===== src/rtl/core/swm_pkg.sv =====
// Package of shared constants and cell interface types for the sliding window median filter.
package swm_pkg;

  localparam int WINDOW_MAX  = 64;
  localparam int SAMPLE_BITS = 32;
  localparam int AGE_BITS    = (WINDOW_MAX > 1) ? $clog2(WINDOW_MAX) : 1;
  localparam int LEN_BITS    = $clog2(WINDOW_MAX + 1);
  localparam int MED_BITS    = SAMPLE_BITS + 1;
  localparam int APB_DATA    = 32;
  localparam int APB_ADDR    = 2;

  localparam logic [APB_ADDR-1:0] ADDR_WINDOW_LENGTH = APB_ADDR'(0);

  // Stored contents of one cell.
  typedef struct packed {
    logic                          valid;
    logic [AGE_BITS-1:0]           age;
    logic signed [SAMPLE_BITS-1:0] value;
  } swm_tap_t;

  // The entry that survives the removal at a cell's position, handed on to the next cell.
  typedef struct packed {
    logic                          valid;
    logic                          le;
    logic [AGE_BITS-1:0]           age;
    logic signed [SAMPLE_BITS-1:0] value;
  } swm_link_t;

  // Signals broadcast from the controller to every cell.
  typedef struct packed {
    logic                          load;
    logic                          clear;
    logic                          restart;
    logic                          full;
    logic [AGE_BITS-1:0]           last_age;
    logic signed [SAMPLE_BITS-1:0] old_value;
    logic signed [SAMPLE_BITS-1:0] sample;
  } swm_bcast_t;

endpackage


===== src/rtl/core/swm_cell.sv =====
// One sorting cell of the window: holds one sorted entry and its age.
module swm_cell (
  input  logic               clk_i,
  input  logic               rst_ni,
  input  swm_pkg::swm_bcast_t bcast_i,
  input  swm_pkg::swm_tap_t   right_i,
  input  swm_pkg::swm_link_t  left_i,
  output swm_pkg::swm_tap_t   tap_o,
  output swm_pkg::swm_link_t  link_o,
  output logic               del_o
);
  import swm_pkg::*;

  logic                          valid_q, valid_d;
  logic [AGE_BITS-1:0]           age_q, age_d;
  logic signed [SAMPLE_BITS-1:0] value_q, value_d;
  logic                          self_v;
  logic                          right_v;
  logic                          del;
  logic                          above;
  swm_link_t                     kept;

  always_comb begin
    self_v  = valid_q && !bcast_i.restart;
    right_v = right_i.valid && !bcast_i.restart;
    del     = self_v && bcast_i.full && (age_q == bcast_i.last_age);
    above   = self_v && bcast_i.full && !del && (value_q >= bcast_i.old_value);

    if (!del && !above) begin
      kept.valid = self_v;
      kept.age   = age_q;
      kept.value = value_q;
    end else begin
      kept.valid = right_v;
      kept.age   = right_i.age;
      kept.value = right_i.value;
    end
    kept.le = kept.valid && (kept.value <= bcast_i.sample);

    if (kept.le) begin
      valid_d = 1'b1;
      age_d   = AGE_BITS'(kept.age + 1'b1);
      value_d = kept.value;
    end else if (left_i.valid && left_i.le) begin
      valid_d = 1'b1;
      age_d   = '0;
      value_d = bcast_i.sample;
    end else begin
      valid_d = left_i.valid;
      age_d   = AGE_BITS'(left_i.age + 1'b1);
      value_d = left_i.value;
    end
  end

  always_ff @(posedge clk_i or negedge rst_ni) begin
    if (!rst_ni) begin
      valid_q <= 1'b0;
    end else if (bcast_i.clear) begin
      valid_q <= 1'b0;
    end else if (bcast_i.load) begin
      valid_q <= valid_d;
    end
  end

  always_ff @(posedge clk_i) begin
    if (bcast_i.load) begin
      age_q   <= age_d;
      value_q <= value_d;
    end
  end

  assign link_o      = kept;
  assign tap_o.valid = valid_q;
  assign tap_o.age   = age_q;
  assign tap_o.value = value_q;
  assign del_o       = del;

endmodule


===== config.mk =====
export PLATFORM = sky130hd
export DESIGN_NAME = swm_cell
export DESIGN_NICKNAME = d
export VERILOG_FILES = /design/src/rtl/core/swm_pkg.sv /design/src/rtl/core/swm_cell.sv
export SDC_FILE = /design/constraint.sdc
export NUM_CORES = 1
export LEC_CHECK = 0
export BUFFER_PORTS_ARGS = -buffer_cell sky130_fd_sc_hd__buf_2
export CAP_MARGIN = 20
export CORE_MARGIN = 3
export CORE_UTILIZATION = 52
export CTS_BUF_LIST = sky130_fd_sc_hd__clkbuf_8
export DETAILED_ROUTE_END_ITERATION = 12
export PLACE_DENSITY = 0.94
export SKIP_CTS_REPAIR_TIMING = 1
export SYNTH_ARGS = -nofsm -noshare
export SYNTH_HDL_FRONTEND = slang
export SYNTH_SLANG_ARGS = --single-unit

===== constraint.sdc =====
create_clock -name clk_i -period 10.7 [get_ports clk_i]
set_input_delay 2.14 -clock clk_i [delete_from_list [all_inputs] [get_ports clk_i]]
set_output_delay 2.14 -clock clk_i [all_outputs]
set_load 0.03 [all_outputs]

==> summary.txt <==
Layout
  • Layout Nets: slightly above 900
  • Layout cells sized above 1: 0.459
  • Fin cells: just over 800
  • Fillers: 616
  • N_diodes: 0
  • Area growth from synthesis to layout: 28.4%

Pwr
  • Final Power: 0.570 mW
  • Leak Pwr: roughly 3.2 nW
  • Pwr Density: 95.2 nW/um^2
  • VDD IR max: 0.0590 mV

STA
  • Slew Viols, Final: 0
  • Tcrit/Tclk final: 0.861
  • Worst Skew: between 0.009 and 0.01 ns
  • Post-layout min period: ~9 ns
  • Max Fclk: about 110 MHz
  • Post-Route Setup TNS: 0 ns
  • Worst slew pin tran: between 0.9 and 1 ns
  • RSZ-0062 raised after global routing: false
  • Final hold violation count: 0
  • Final setup vio count: 0
  • Slew margin rel.: 0.346

Clock network
  • Sink Count: 39
  • H-tree Lvls: 2
  • Clock slew at reported path FFs: around 0.070 ns
  • Buffer depth of the longest clock path: 2
  • CTS Root Cell: clkbuf_8
  • CTS tree: done
  • Clk_lat worst skew: 0.29 ns
  • Inserted Clock Buffers: 5

Floorplanning
  • # IOs: 235
  • Core area: between 8000 and 9000 um^2
  • Die area: 10,100 um^2
  • Initial Util: 0.551
  • Die Ht: slightly above 100 um
  • # rows: 33
  • Die span in x: 101 um

Logic synthesis
  • FF+latch count, synth: 39
  • Avg Inst Size Synth: ~9.7 um^2
  • Ys async rst share: 0.0256
  • Mapped Cells: between 400 and 500
  • Mapped cell area: approximately 4700 um^2
  • Sequential element share of the synthesized area: 0.250
  • Number of synthesized flops with an enable pin: 38
  • Area leader, netlist: edfxtp_1
  • Synth top area share: 0.245
  • Synth Flop Type: edfxtp_1
  • Netlist cell types: 47
  • Most area-consuming cells after synthesis: edfxtp_1 24%, ha_1 18%, mux2_4 17%
  • Synth warn: 0
  • Post-Syn Nets: roughly 700

Drt
  • Met3 Wirelength: about 1100 um
  • Drt wl/cell: 17.2 um
  • ANT nets after route: 0
  • DRC: 0
  • Vias per cell: around 5.5
  • WL final: roughly 14,000 um
  • WL met1: approximately 5500 um
  • Via Count: about 4,500
  • Highest metal used: met4
  • Met2 wire length: ~7200 um
  • TritonRoute pass-1 iters: 5
  • Initial DRC count: ~170

Setup path
  • Worst reg2reg path startpoint: value_q[17]$_DFFE_PP_
  • Crit end category: output pin
  • CP max-delay cell: nor4_1
  • CP Max Fanout: 18
  • Worst endpoint data arrival time: ~7 ns
  • Family with the most delay on the worst path: simple AND/OR/NAND/NOR gates
  • Worst R2R Setup Slack: 4.33 ns
  • Reg2reg path depth: 20
  • WP buf/inv: 4
  • Worst-path cell chain: buf_2, inv_1, ha_1, nand4_1, nor4_1, nand3_1, nand4b_1, a211oi_4, nor2_4, buf_4, mux2_4, ha_1, a21o_1, a21o_1, a21o_1, a211oi_1, o21a_1, o31ai_1, nor3_1, o21a_4, buf_2
  • Critical path's largest stage delay: about 0.56 ns
  • Critical Path RT: 8.56 ns
  • Top cell by count, worst path: a21o_1
  • Reg2reg end: value_q[3]$_DFFE_PP_
  • Setup Crit Path Kind: input port to output pin
  • Crit start category: input port

Hold path
  • Hold depth: 3
  • HP Class: flop to flop
  • Min-delay src: valid_q$_DFFE_PN0P_
  • Worst Hold End: valid_q$_DFFE_PN0P_

GRT
  • Total GRT Usage: 0.261
  • First-pass GRT wire length: ~21,000 um
  • Number of global-route vias before repair: 4,575
  • Total grt overflow: 0
  • Largest net degree at the start of global routing: 70
  • Number of antenna violations at the first check in global routing: 0

Placement
  • IO buf count: around 230
  • Inst Count DP: a little over 800
  • HPWL after DPL: ~11,000 um
  • Placer Congestion: just under 0.9

Job
  • Max Cap Viol: 0

Outcome
  • Status: complete, no violations
power breakdown:
part           internal [mW]  switching, mW
combinational          0.114          0.153
clock                 0.0512         0.0543
sequential             0.184         0.0124
total                  0.350          0.220
worst max-delay path by stage:
stage,start,end,cells past startpoint
4_1_cts,bcast_i[51],link_o[38],20
3_5_place_dp,bcast_i[51],link_o[38],20
3_3_place_gp,bcast_i[51],link_o[38],20
2_1_floorplan,bcast_i[46],link_o[38],20
6_report,bcast_i[51],link_o[38],21
5_1_grt,bcast_i[51],link_o[38],21
tightest hold or removal path, cell delays in order, from the launching register on:
cell and delay [ns]:
dfrtp_1 0.40, nor2_1 0.10, nor2_1 0.04, o31a_1 0.09
Yosys cell counts, drive strengths merged, types with 9 or more instances:
cell    count
inv        68
nor2       11
a21oi      23
mux2       68
nand3      12
o21ai      43
buf         9
a21o       10
nand2      48
nand4      15
ha         66
xnor2       9
edfxtp     38
placed cells by master (no fill, tap or decap), types with 2 or more instances in the layout:
cell	synthesis	layout
a21o_1	10	10
a21oi_1	23	23
mux2_2	14	14
or2_2	2	2
buf_2	1	234
xnor2_1	9	9
o211ai_1	3	3
nand2b_1	2	2
mux2i_1	8	8
nand4_1	14	14
nand2_1	48	47
a211oi_1	3	3
nand3_1	12	12
buf_4	2	3
nor2b_1	4	4
o21ai_0	43	43
edfxtp_1	38	38
xor2_1	8	8
nor3_1	2	2
inv_1	68	69
ha_1	66	66
nor4_1	3	3
nor2_1	10	10
mux2_4	54	54
clkbuf_8	0	6
cell type report:
cell class | count | area [um^2] | share of cell area
Clock buffer | 6 | 82.6 | 0.0138
Sequential cell | 39 | 1170 | 0.195
Timing Repair Buffer | 238 | 1210 | 0.203
Inverter | 68 | 255 | 0.0426
Clock inverter | 2 | 8.76 | 0.00146
Multi-Input combinational cell | 358 | 3130 | 0.523
Tap cell | 105 | 131 | 0.0219
cells by family after synthesis:
group           synth area share
simple gates               0.115
flops                      0.250
compound gates             0.122
xor+xnor                  0.0319
mux                        0.225
buf+inv                   0.0792
fa+ha+maj                  0.177
per-stage QoR:
step	hold WS, ns	util	cell area [um^2]	setup WS, ns
2_1_floorplan	0.599	-	4660	2.46
3_3_place_gp	0.632	0.694	5870	1.80
3_5_place_dp	0.655	0.694	5870	1.60
4_1_cts	0.674	0.705	5970	1.57
5_1_grt	0.716	0.707	5990	1.34
6_report	0.673	0.707	5990	1.48
sequential cells by signal, summed over array words and instances, names as in the netlist:
signal,flops
valid_q,1
value_q,32
age_q,6
routing by layer:
metal  up-vias  GRT usage
met1      2074      0.304
met3        23     0.0381
met2       232      0.499
li1       2175          -
met4         0     0.0591
met5         -          0
(Power assumes the default switching activity.)
